===== config.mk =====
export PLATFORM = sky130hd
export DESIGN_NAME = grid_raycast_column_dda_core
export DESIGN_NICKNAME = d
export VERILOG_FILES = /design/src/hw/rtl/grcd_pkg.sv /design/src/hw/rtl/grcd_div.sv /design/src/hw/rtl/grid_raycast_column_dda_core.sv
export VERILOG_INCLUDE_DIRS = /design/src /design/src/hw/rtl
export SDC_FILE = /design/constraint.sdc
export NUM_CORES = 2
export LEC_CHECK = 0
export BUFFER_PORTS_ARGS = -buffer_cell sky130_fd_sc_hd__buf_4
export CAP_MARGIN = 20
export CORE_ASPECT_RATIO = 1.75
export CORE_MARGIN = 4
export CORE_UTILIZATION = 57
export DETAILED_ROUTE_END_ITERATION = 12
export PLACE_DENSITY = 0.87
export SKIP_LAST_GASP = 1
export SLEW_MARGIN = 30
export SYNTH_ARGS = -nofsm -noshare
export SYNTH_HDL_FRONTEND = slang
export SYNTH_SLANG_ARGS = --single-unit

===== constraint.sdc =====
create_clock -name clk -period 8.9 [get_ports clk]
set_input_delay 0.445 -clock clk [delete_from_list [all_inputs] [get_ports clk]]
set_output_delay 0.445 -clock clk [all_outputs]
set_load 0.01 [all_outputs]

===== src/hw/rtl/grid_raycast_column_dda_core_defines.svh =====
// Assertion macros for the raycast column core.
`ifndef GRID_RAYCAST_COLUMN_DDA_CORE_DEFINES_SVH
`define GRID_RAYCAST_COLUMN_DDA_CORE_DEFINES_SVH

`ifndef SYNTH
`define GRCD_ASSERT_IMP(lbl, clk, rst, ante, cons, msg) \
  lbl: assert property (@(posedge clk) disable iff (rst) (ante) |-> (cons)) else $error(msg);
`define GRCD_ASSERT_NXT(lbl, clk, rst, ante, cons, msg) \
  lbl: assert property (@(posedge clk) disable iff (rst) (ante) |=> (cons)) else $error(msg);
`else
`define GRCD_ASSERT_IMP(lbl, clk, rst, ante, cons, msg)
`define GRCD_ASSERT_NXT(lbl, clk, rst, ante, cons, msg)
`endif

`endif


===== src/hw/rtl/grcd_pkg.sv =====
package grcd_pkg;

  localparam int GRID_BITS   = 4;
  localparam int MAX_STEPS   = 32;
  localparam int STEP_W      = $clog2(MAX_STEPS);
  localparam int SCREEN_ROWS = 256;
  localparam int HALF_COLS   = 256;
  localparam int DIV_NUM_W   = 32;
  localparam int DIV_DEN_W   = 16;
  localparam int DIV_CNT_W   = $clog2(DIV_NUM_W);
  localparam int RECIP_W     = 24;
  localparam int SIDE_W      = 32;
  localparam int CFG_IDX_W   = 2;
  localparam int CFG_W       = 64;

  typedef struct packed {
    logic [8:0]         column;
    logic [15:0]        cam_x;
    logic [15:0]        cam_y;
    logic signed [15:0] view_dir_x;
    logic signed [15:0] view_dir_y;
    logic signed [15:0] plane_dir_x;
    logic signed [15:0] plane_dir_y;
  } grcd_in_t;

  typedef struct packed {
    logic [8:0]  column_out;
    logic        wall_side;
    logic [3:0]  hit_cell_x;
    logic [3:0]  hit_cell_y;
    logic [15:0] wall_distance;
    logic [8:0]  line_height;
    logic [7:0]  draw_top;
    logic [7:0]  draw_bottom;
    logic        no_hit;
  } grcd_out_t;

  typedef struct packed {
    logic                 start;
    logic [DIV_NUM_W-1:0] num;
    logic [DIV_DEN_W-1:0] den;
  } grcd_div_req_t;

  typedef struct packed {
    logic                 busy;
    logic                 done;
    logic [DIV_NUM_W-1:0] quo;
  } grcd_div_rsp_t;

  typedef enum logic [3:0] {
    ST_IDLE, ST_RAYX, ST_RAYY, ST_RCPX, ST_WRCPX, ST_RCPY, ST_WRCPY,
    ST_INITX, ST_INITY, ST_WALK, ST_DIST, ST_WDIST, ST_LH, ST_WLH, ST_FIN
  } grcd_state_t;

endpackage


===== src/hw/rtl/grcd_div.sv =====
module grcd_div (
  input  logic                   clk,
  input  logic                   rst,
  input  grcd_pkg::grcd_div_req_t req,
  output grcd_pkg::grcd_div_rsp_t rsp
);
  import grcd_pkg::*;

  logic                 active;
  logic                 done;
  logic [DIV_CNT_W-1:0] cnt;
  logic [DIV_NUM_W-1:0] quo;
  logic [DIV_DEN_W-1:0] rem;
  logic [DIV_DEN_W-1:0] den;
  logic [DIV_DEN_W:0]   rem_sh;
  logic                 fits;

  // One quotient bit per cycle, restoring; a zero divisor yields all ones.
  assign rem_sh = {rem, quo[DIV_NUM_W-1]};
  assign fits   = rem_sh >= {1'b0, den};

  always_ff @(posedge clk) begin
    if (rst) begin
      active <= 1'b0;
      done   <= 1'b0;
      cnt    <= '0;
    end else begin
      done <= 1'b0;
      if (req.start) begin
        active <= 1'b1;
        cnt    <= '0;
      end else if (active) begin
        cnt <= cnt + 1'b1;
        if (cnt == DIV_CNT_W'(DIV_NUM_W - 1)) begin
          active <= 1'b0;
          done   <= 1'b1;
        end
      end
    end
  end

  always_ff @(posedge clk) begin
    if (req.start) begin
      quo <= req.num;
      den <= req.den;
      rem <= '0;
    end else if (active) begin
      quo <= {quo[DIV_NUM_W-2:0], fits};
      rem <= fits ? DIV_DEN_W'(rem_sh - {1'b0, den}) : rem_sh[DIV_DEN_W-1:0];
    end
  end

  assign rsp.busy = active;
  assign rsp.done = done;
  assign rsp.quo  = quo;

endmodule


===== src/hw/rtl/grid_raycast_column_dda_core.sv =====
// Casts one ray per screen column through a 16x16 wall grid by DDA and reports
// the wall side, hit cell, perpendicular distance, line height and draw span.
// One request is worked at a time: input ready is high only while idle. Each
// division runs on the single bit-serial divider: a start, 32 quotient bits
// and a done strobe. A column that hits a wall runs four of them (two
// reciprocal step lengths, the wall distance and the line height) and walks
// 1 to 32 grid steps between setup and finish. A column with no hit skips the
// last two divisions. The finished result sits in an output register, so the
// next request is taken while it waits. The user must write map registers only
// while idle; the block itself does not enforce it.
module grid_raycast_column_dda_core (
  input  logic                                 clk,
  input  logic                                 rst,
  input  logic                                 in_valid,
  output logic                                 in_ready,
  input  grcd_pkg::grcd_in_t                   in_data,
  output logic                                 out_valid,
  input  logic                                 out_ready,
  output grcd_pkg::grcd_out_t                  out_data,
  input  logic                                 cfg_we,
  input  logic [grcd_pkg::CFG_IDX_W-1:0]       cfg_index,
  input  logic [grcd_pkg::CFG_W-1:0]           cfg_wdata
);
  import grcd_pkg::*;
  `include "grid_raycast_column_dda_core_defines.svh"

  grcd_state_t state, state_next;
  grcd_div_req_t div_req;
  grcd_div_rsp_t div_rsp;

  logic [CFG_W-1:0]      map_reg [4];
  logic [255:0]          map_flat;
  grcd_in_t              item;
  logic signed [15:0]    rx, ry;
  logic [RECIP_W-1:0]    dx, dy;
  logic [SIDE_W-1:0]     distx, disty;
  logic [GRID_BITS-1:0]  mx, my;
  logic                  side;
  logic                  hit;
  logic [STEP_W-1:0]     steps;
  logic [15:0]           wall_dist;
  logic [8:0]            lh;

  // ray component: dir + floor(plane*(column-256)/256), saturated
  logic signed [15:0] ray_dir, ray_plane;
  logic signed [9:0]  col_off;
  logic signed [25:0] ray_prod;
  logic signed [17:0] ray_sum;
  logic signed [15:0] ray_sat;

  assign col_off   = $signed({1'b0, item.column}) - 10'sd256;
  assign ray_dir   = (state == ST_RAYX) ? item.view_dir_x : item.view_dir_y;
  assign ray_plane = (state == ST_RAYX) ? item.plane_dir_x : item.plane_dir_y;
  assign ray_prod  = ray_plane * col_off;
  assign ray_sum   = 18'(ray_dir) + 18'(ray_prod >>> 8);
  assign ray_sat   = (ray_sum > 18'sd32767) ? 16'sd32767 :
                     (ray_sum < -18'sd32768) ? -16'sd32768 : ray_sum[15:0];

  logic [15:0] mag_x, mag_y;
  assign mag_x = rx[15] ? 16'(-rx) : 16'(rx);
  assign mag_y = ry[15] ? 16'(-ry) : 16'(ry);

  // initial side distance, one product per cycle
  logic [11:0] frac;
  logic        neg;
  logic [12:0] f;
  logic [RECIP_W-1:0] d_sel;
  logic [36:0] init_prod;
  assign frac      = (state == ST_INITX) ? item.cam_x[11:0] : item.cam_y[11:0];
  assign neg       = (state == ST_INITX) ? rx[15] : ry[15];
  assign f         = neg ? {1'b0, frac} : 13'd4096 - {1'b0, frac};
  assign d_sel     = (state == ST_INITX) ? dx : dy;
  assign init_prod = f * d_sel;

  // one grid step
  logic                 step_x, leave, wall;
  logic [GRID_BITS-1:0] nx, ny;
  assign map_flat = {map_reg[3], map_reg[2], map_reg[1], map_reg[0]};
  assign step_x   = distx < disty;
  always_comb begin
    nx    = mx;
    ny    = my;
    leave = 1'b0;
    if (step_x) begin
      leave = rx[15] ? (mx == '0) : (mx == '1);
      nx    = rx[15] ? mx - 1'b1 : mx + 1'b1;
    end else begin
      leave = ry[15] ? (my == '0) : (my == '1);
      ny    = ry[15] ? my - 1'b1 : my + 1'b1;
    end
  end
  assign wall = map_flat[{nx, ny}];

  // perpendicular distance numerator |edge - cam| * 512
  logic [4:0]         edge_cell;
  logic [16:0]        edge_pos;
  logic signed [17:0] edge_diff;
  logic [16:0]        edge_mag;
  assign edge_cell = side ? ({1'b0, my} + 5'(ry[15])) : ({1'b0, mx} + 5'(rx[15]));
  assign edge_pos  = {edge_cell, 12'd0};
  assign edge_diff = $signed({1'b0, edge_pos}) -
                     $signed({2'b00, (side ? item.cam_y : item.cam_x)});
  assign edge_mag  = edge_diff[17] ? 17'(-edge_diff) : edge_diff[16:0];

  grcd_div u_div (
    .clk (clk),
    .rst (rst),
    .req (div_req),
    .rsp (div_rsp)
  );

  // next state
  always_comb begin
    state_next = state;
    unique case (state)
      ST_IDLE:  if (in_valid) state_next = ST_RAYX;
      ST_RAYX:  state_next = ST_RAYY;
      ST_RAYY:  state_next = ST_RCPX;
      ST_RCPX:  state_next = ST_WRCPX;
      ST_WRCPX: if (div_rsp.done) state_next = ST_RCPY;
      ST_RCPY:  state_next = ST_WRCPY;
      ST_WRCPY: if (div_rsp.done) state_next = ST_INITX;
      ST_INITX: state_next = ST_INITY;
      ST_INITY: state_next = ST_WALK;
      ST_WALK: begin
        if (!leave && wall) state_next = ST_DIST;
        else if (leave || steps == STEP_W'(MAX_STEPS - 1)) state_next = ST_FIN;
      end
      ST_DIST:  state_next = ST_WDIST;
      ST_WDIST: if (div_rsp.done) state_next = ST_LH;
      ST_LH:    state_next = ST_WLH;
      ST_WLH:   if (div_rsp.done) state_next = ST_FIN;
      ST_FIN:   if (!out_valid || out_ready) state_next = ST_IDLE;
      default:  state_next = ST_IDLE;
    endcase
  end

  // sequencer outputs
  always_comb begin
    in_ready      = 1'b0;
    div_req.start = 1'b0;
    div_req.num   = '0;
    div_req.den   = '0;
    unique case (state)
      ST_IDLE: in_ready = 1'b1;
      ST_RCPX: begin
        div_req.start = 1'b1;
        div_req.num   = DIV_NUM_W'(1) << 29;
        div_req.den   = mag_x;
      end
      ST_RCPY: begin
        div_req.start = 1'b1;
        div_req.num   = DIV_NUM_W'(1) << 29;
        div_req.den   = mag_y;
      end
      ST_DIST: begin
        div_req.start = 1'b1;
        div_req.num   = DIV_NUM_W'({edge_mag, 9'd0});
        div_req.den   = side ? mag_y : mag_x;
      end
      ST_LH: begin
        div_req.start = 1'b1;
        div_req.num   = DIV_NUM_W'(SCREEN_ROWS * 256);
        div_req.den   = wall_dist;
      end
      default: ;
    endcase
  end

  always_ff @(posedge clk) begin
    if (rst) begin
      state      <= ST_IDLE;
      out_valid  <= 1'b0;
      map_reg[0] <= '0;
      map_reg[1] <= '0;
      map_reg[2] <= '0;
      map_reg[3] <= '0;
    end else begin
      state <= state_next;
      if (cfg_we) map_reg[cfg_index] <= cfg_wdata;
      if (state == ST_FIN && (!out_valid || out_ready)) out_valid <= 1'b1;
      else if (out_valid && out_ready) out_valid <= 1'b0;
    end
  end

  always_ff @(posedge clk) begin
    case (state)
      ST_IDLE: if (in_valid) item <= in_data;
      ST_RAYX: rx <= ray_sat;
      ST_RAYY: ry <= ray_sat;
      ST_WRCPX: if (div_rsp.done)
        dx <= (div_rsp.quo[DIV_NUM_W-1:RECIP_W] != '0) ? '1 : div_rsp.quo[RECIP_W-1:0];
      ST_WRCPY: if (div_rsp.done)
        dy <= (div_rsp.quo[DIV_NUM_W-1:RECIP_W] != '0) ? '1 : div_rsp.quo[RECIP_W-1:0];
      ST_INITX: begin
        distx <= SIDE_W'(init_prod[36:12]);
        mx    <= item.cam_x[15:12];
        my    <= item.cam_y[15:12];
        steps <= '0;
        hit   <= 1'b0;
      end
      ST_INITY: disty <= SIDE_W'(init_prod[36:12]);
      ST_WALK: begin
        if (step_x) distx <= distx + SIDE_W'(dx);
        else        disty <= disty + SIDE_W'(dy);
        mx    <= nx;
        my    <= ny;
        side  <= !step_x;
        steps <= steps + 1'b1;
        hit   <= !leave && wall;
      end
      ST_WDIST: if (div_rsp.done)
        wall_dist <= (div_rsp.quo[DIV_NUM_W-1:16] != '0) ? '1 : div_rsp.quo[15:0];
      ST_WLH: if (div_rsp.done)
        lh <= (div_rsp.quo > DIV_NUM_W'(SCREEN_ROWS)) ? 9'(SCREEN_ROWS) : div_rsp.quo[8:0];
      ST_FIN: if (!out_valid || out_ready) begin
        out_data.column_out <= item.column;
        out_data.no_hit     <= !hit;
        if (hit) begin
          out_data.wall_side     <= side;
          out_data.hit_cell_x    <= mx;
          out_data.hit_cell_y    <= my;
          out_data.wall_distance <= wall_dist;
          out_data.line_height   <= lh;
          out_data.draw_top      <= 8'(SCREEN_ROWS / 2 - int'(lh[8:1]));
          out_data.draw_bottom   <= lh[8] ? 8'(SCREEN_ROWS - 1)
                                          : 8'(SCREEN_ROWS / 2 + int'(lh[8:1]));
        end else begin
          out_data.wall_side     <= 1'b0;
          out_data.hit_cell_x    <= '0;
          out_data.hit_cell_y    <= '0;
          out_data.wall_distance <= '1;
          out_data.line_height   <= '0;
          out_data.draw_top      <= 8'(SCREEN_ROWS / 2);
          out_data.draw_bottom   <= 8'(SCREEN_ROWS / 2);
        end
      end
      default: ;
    endcase
  end

  `GRCD_ASSERT_NXT(a_accept_starts, clk, rst, in_valid && in_ready, state == ST_RAYX, "no start")
  `GRCD_ASSERT_IMP(a_start_idle_div, clk, rst, div_req.start, !div_rsp.busy, "divider busy")
  `GRCD_ASSERT_NXT(a_fin_publishes, clk, rst, state == ST_FIN && !out_valid, out_valid, "no result")
  `GRCD_ASSERT_IMP(a_ready_only_idle, clk, rst, in_ready, state == ST_IDLE, "ready outside idle")

endmodule

## Yosys cells after proc, flatten, opt, wreduce, memory -nomap -nowiden

Memory sizes are Yosys's and may differ from the RTL's.
Cells that the tools add are included.

- Register bits: 425
- Bits in writable memories: 256
- Input port bits: 176
- Output and inout port bits: 62
- Logic and storage cells: 188
- Memories: 1

- $add $sub $neg: 20
- Multipliers: 2
- $lt $le $gt $ge: 6
- Equality and inequality tests: 27
- Mux-type cells: 61
- Bitwise gates (word level): 2
- Reductions and logical operators: 31

Memory list:

| name | words | width | read ports | clocked after memory_dff | wr ports | RTL line | RTL |
|---|---|---|---|---|---|---|---|
| map_reg | 4 | 64 | 4 | 0 | 4 | grid_raycast_column_dda_core.sv:31 | `logic [CFG_W-1:0] map_reg [4];` |

Operator list:

| kind | number |
|---|---|
| 49-bit one-hot mux with 4 select lines | 1 |
| 16-bit two-way mux | 9 |
| 32-bit two-way mux | 4 |
| 32-bit one-hot mux with 2 select lines | 2 |
| 32-bit by 24-bit adder with 32-bit output | 2 |
| 64-bit two-way mux | 1 |
| 64-bit OR reduction | 1 |
| 4-bit one-hot mux with 15 select lines | 1 |
| 24-bit two-way mux | 2 |
| 4-bit two-way mux | 12 |
| 13-bit by 24-bit multiplier with 37-bit output | 1 |
| 4-bit == test (second input constant) | 9 |
| 32-bit by 9-bit > comparator with 1-bit output (second input constant) | 1 |
| 32-bit less-than comparator | 1 |
| 16-bit negation | 2 |
| 16-bit by 10-bit multiplier with 26-bit output | 1 |
| 16-bit by 18-bit adder with 18-bit output | 1 |
| 18-bit by 16-bit > comparator with 1-bit output (second input constant) | 1 |
| 18-bit by 16-bit less-than comparator with 1-bit output (second input constant) | 1 |
| 1-bit two-way mux | 18 |
| 17-bit by 16-bit subtractor with 18-bit output | 1 |
| 17-bit by 16-bit greater-or-equal comparator with 1-bit output | 1 |
| 17-bit two-way mux | 1 |
| 17-bit negation | 1 |
| 38 further kinds | 74 |

## Longest topological paths before layout

- Word-level depth: 8
- Mapped depth: 37

## By module

Synthesis repeated with hierarchy kept, for this count alone.

- Cells, all modules: 4772
- Area total of the unflattened synthesis: 51089.0 µm²

Modules (own cells, without submodules):

| module | instances | cells each | area each (µm²) | sequential area each (µm²) |
|---|---|---|---|---|
| grid_raycast_column_dda_core | 1 | 4411 | 47174.0 | 18237.5 |
| grcd_div | 1 | 361 | 3915.0 | 1901.8 |

## Least setup slack after synthesis

No wires, ideal clock.

- Path type: register -> register
- From: reg state[2]
- To: reg rx[9] (data pin)
- Setup time: 257 ps
- Arrival: 8189 ps
- Setup slack: 454 ps
- Cell stages (with the launch flop): 34
- Buffers on the path: 4
- Cells stage by stage: dfxtp_1 > buf_4 > nor4b_2 > buf_4 > clkbuf_1 > mux2_2 > nor2b_1 > fa_1 > fa_1 > fa_1 > fa_1 > inv_1 > fa_1 > inv_1 > ha_1 > or3_1 > a21oi_2 > o21ai_2 > a21o_1 > and2_1 > nor3_1 > nor2_1 > ha_1 > and3_1 > a21oi_1 > o21ai_0 > o21ai_0 > o21ai_0 > o41ai_1 > xor2_1 > xor2_2 > nand2_2 > buf_2 > a21o_1

- Longest elaborated chain between the ends: 7

Ends and longest elaborated chain:

| item | RTL line | RTL |
|---|---|---|
| from (decl) | grid_raycast_column_dda_core.sv:27 | `grcd_state_t state, state_next;` |
| from (signal assigned) | grid_raycast_column_dda_core.sv:179 | `state <= state_next;` |
| 4-bit by 1-bit == test with 1-bit output * | grid_raycast_column_dda_core.sv:52, grid_raycast_column_dda_core.sv:53 |  |
| 16-bit two-way mux | grid_raycast_column_dda_core.sv:53 | `assign ray_plane = (state == ST_RAYX) ? item.plane_dir_x : item.plane_dir_y;` |
| 16-bit by 10-bit multiplier with 26-bit output | grid_raycast_column_dda_core.sv:54 | `assign ray_prod = ray_plane * col_off;` |
| 16-bit by 18-bit adder with 18-bit output * | grid_raycast_column_dda_core.sv:55 | `assign ray_sum = 18'(ray_dir) + 18'(ray_prod >>> 8);` |
| 18-bit by 16-bit less-than comparator with 1-bit output | grid_raycast_column_dda_core.sv:57 | `(ray_sum < -18'sd32768) ? -16'sd32768 : ray_sum[15:0];` |
| 16-bit two-way mux | grid_raycast_column_dda_core.sv:57 |  |
| 16-bit two-way mux * | grid_raycast_column_dda_core.sv:56 | `assign ray_sat = (ray_sum > 18'sd32767) ? 16'sd32767 :` |
| via ray_sat[9] | grid_raycast_column_dda_core.sv:49 | `logic signed [15:0] ray_sat;` |
| to (signal assigned) | grid_raycast_column_dda_core.sv:189 | `ST_RAYX: rx <= ray_sat;` |
| to (decl) | grid_raycast_column_dda_core.sv:34 | `logic signed [15:0] rx, ry;` |

The timed path passes the listed nets; every way through them passes the cells marked *.
A chain may end at the register's enable or synchronous reset.

## Worst setup path after layout

- From: reg state[1]
- To: reg rx[1] (data pin)

The elaborated chain is that of the path after synthesis.

==> reports/results.txt <==
Outcome - finished clean
DR pass1 iterations - 8
CP bufs+invs - 4
FP Rows - 145
CTS tree - done
Placed insts - 6093
Max reg flops - 256
CTS Buffer Depth - 3
Worst Setup End Kind - register
Routed Antenna Nets - 0
Final hold vios - 0
CP required - 9.30 ns
Clock sinks - 680
Gr usage total - 0.312
Post-synth cell types - 107
Crit path DAT - 8.91 ns
Synthesized area - 0.0511 mm^2
Largest area contributor in the netlist - edfxtp_1
Slowest stage cell, crit path - fa_1
Post-route clock period utilization - 0.956
Part of the Yosys area used for sequential elements - 0.394
Gp weighted congestion - 0.994
Synth-to-Final Area Change - 13.1%
Clk_lat worst skew - 0.67 ns
Synth warn - 0
Asr flop ratio synth - 0
Most frequent cells in the layout - edfxtp_1, nand2_1, inv_1
DRC errors left - 0
Crit path max-delay family - adder cells
Wirelength, routed - 148 mm
Drt initial violations - 3874
Crit-path max FO - 14
Pre-CTS setup slack - 0.123 ns
Layout cells sized above 1 - 0.129
Port bufs - 237
Vias/cell - 6.19
Post-route minimum period - 8.51 ns
Most used DFF post-synth - edfxtp_1
Die width - 234 um
Vias - 39200
I/O pin total - 238
Die Y - 404 um
Setup CP Type - register to register
Initial antenna violation count - 4
HPWL Detailed - 108 mm
First-pass GRT wire length - 227 mm
Max-slew violation count - 0
Wire per inst - 23.3 um
Syn avg cell area - 10.7 um^2
Vias in the first global route - 40800
EDFF count, synth - 652
Max incr delay on CP - 0.55 ns
Final setup violation count - 0
Final WS setup - 0.392 ns
Max-Cap Viols - 0
Commonest non-fill, non-tap cell in the layout - edfxtp_1
Crit path top cell by count - fa_1
Fillers - 6551
Grt ovf - 0
Startpoint types - register
Top cells by area, synth - edfxtp_1, fa_1, ha_1
Peak Freq - 0.118 GHz
CTS Buf Count - 66
Area of the core - 0.0891 mm^2
Worst rel slew slack - 0.315
Synth Instances - 4788
Util after Layout - 0.648
Slew @ Worst Pin - 1.03 ns
Largest net degree at the start of global routing - 74
Synth Net Count - 5619
Die Area - 0.0946 mm^2
# nets final - 5929
CTS Root Cell - clkbuf_16
Flops & latches, synth - 680
Final Non-Filler Cells - 6327
# H-tree levels - 3
Hold Path Class - primary input to register
FF-to-FF setup slack - 0.39 ns
Initial Util - 0.573
Top cell type's share of synthesized area - 0.383
Setup Skew - 0.0408 ns
Setup TNS - 0 ns
Reg clk slew, reported paths - 0.07 ns
## layout make-up
type / count / area (um^2) / share of cell area
Timing Repair Buffer: 442 / 3620 / 0.0627
Clock inverter: 45 / 510 / 0.00884
Clock buffer: 73 / 1690 / 0.0292
Multi-Input combinational cell: 3417 / 28400 / 0.493
Tap cell: 1176 / 1470 / 0.0255
Inverter: 491 / 1840 / 0.0319
Sequential cell: 680 / 20100 / 0.349
Antenna cell: 3 / 7.51 / 0.000130
## metal layers
layer	GRT usage	vias to the layer above	part of all wire
met5	0	-	0
met2	0.542	2299	0.50
li1	-	17100	-
met4	0.209	0	0.086
met3	0.0511	772	0.086
met1	0.350	19000	0.32
## synthesized netlist by cell type (10+ instances only)
library cell and number:
a2111oi_0 17, a211oi_1 17, a21boi_0 11, a21o_1 45
a21oi_1 143, a221oi_1 20, a22o_1 15, a22oi_1 20
a311oi_1 12, a31oi_1 23, and2_1 353, and3_1 34
buf_1 17, buf_2 28, clkbuf_1 139, dfxtp_1 28
edfxtp_1 652, fa_1 386, ha_1 269, inv_1 485
mux2_2 76, mux2i_1 124, nand2_1 523, nand2b_1 78
nand3_1 95, nand4_1 23, nor2_1 279, nor2b_1 44
nor3_1 85, nor3b_1 10, nor4_1 26, o2111ai_1 12
o211ai_1 17, o21a_1 24, o21ai_0 164, o22ai_1 15
o31ai_1 16, or2_2 49, or3_1 27, xnor2_1 136
xor2_1 65
## stage by stage
stage                     instance area (um^2)  hold slack (ns)
after floorplan                          51100            0.451
after global placement                   54300            0.459
after detailed placement                 54300            0.479
after CTS                                57600          0.00249
after global routing                     57700          0.00967
final                                    57700           0.0401
## path summary, 6_finish.rpt
path / start / endpoint / cells after the start
max: state[1] / rx[1] / 31
min: in_data[91] / item[91] / 1
max reg2reg: state[1] / rx[1] / 31
min reg2reg: u_div.rem[15] / u_div.rem[15] / 2
## what timing repair did
item / 4_1_cts / 5_1_grt
setup buffers: 0 / 8
setup endpoints to repair: 0 / 44
hold endpoints to repair: 104 / 0
gates resized for setup: 0 / 13
hold buffers: 104 / 0
## worst reg2reg max path: cells and delay by family, from the launching register on
kind	cells	cell delay (ns)
adders and majority gates	7	3.17
AOI/OAI and AO/OA	8	1.36
xor gates and xnor gates	2	0.57
muxes	1	0.45
and+or+nand+nor	9	1.93
DFF	1	0.34
buffers and inverters	4	0.47
## cells by family (layout without fill, tap and decap cells)
logic type,count (synthesis),in the layout,share of synthesized area
simple gates,1652,1652,0.160
compound gates,691,691,0.0934
buf+inv,691,1051,0.0532
flops,680,680,0.394
fa+ha+maj,655,655,0.217
mux,212,212,0.0450
xor+xnor,206,206,0.0364
other cells,1,4,0.0000734
Power is left out: the tool's default activity adds up to more than one toggle a clock period on the data nets, which glitch-free logic cannot reach.
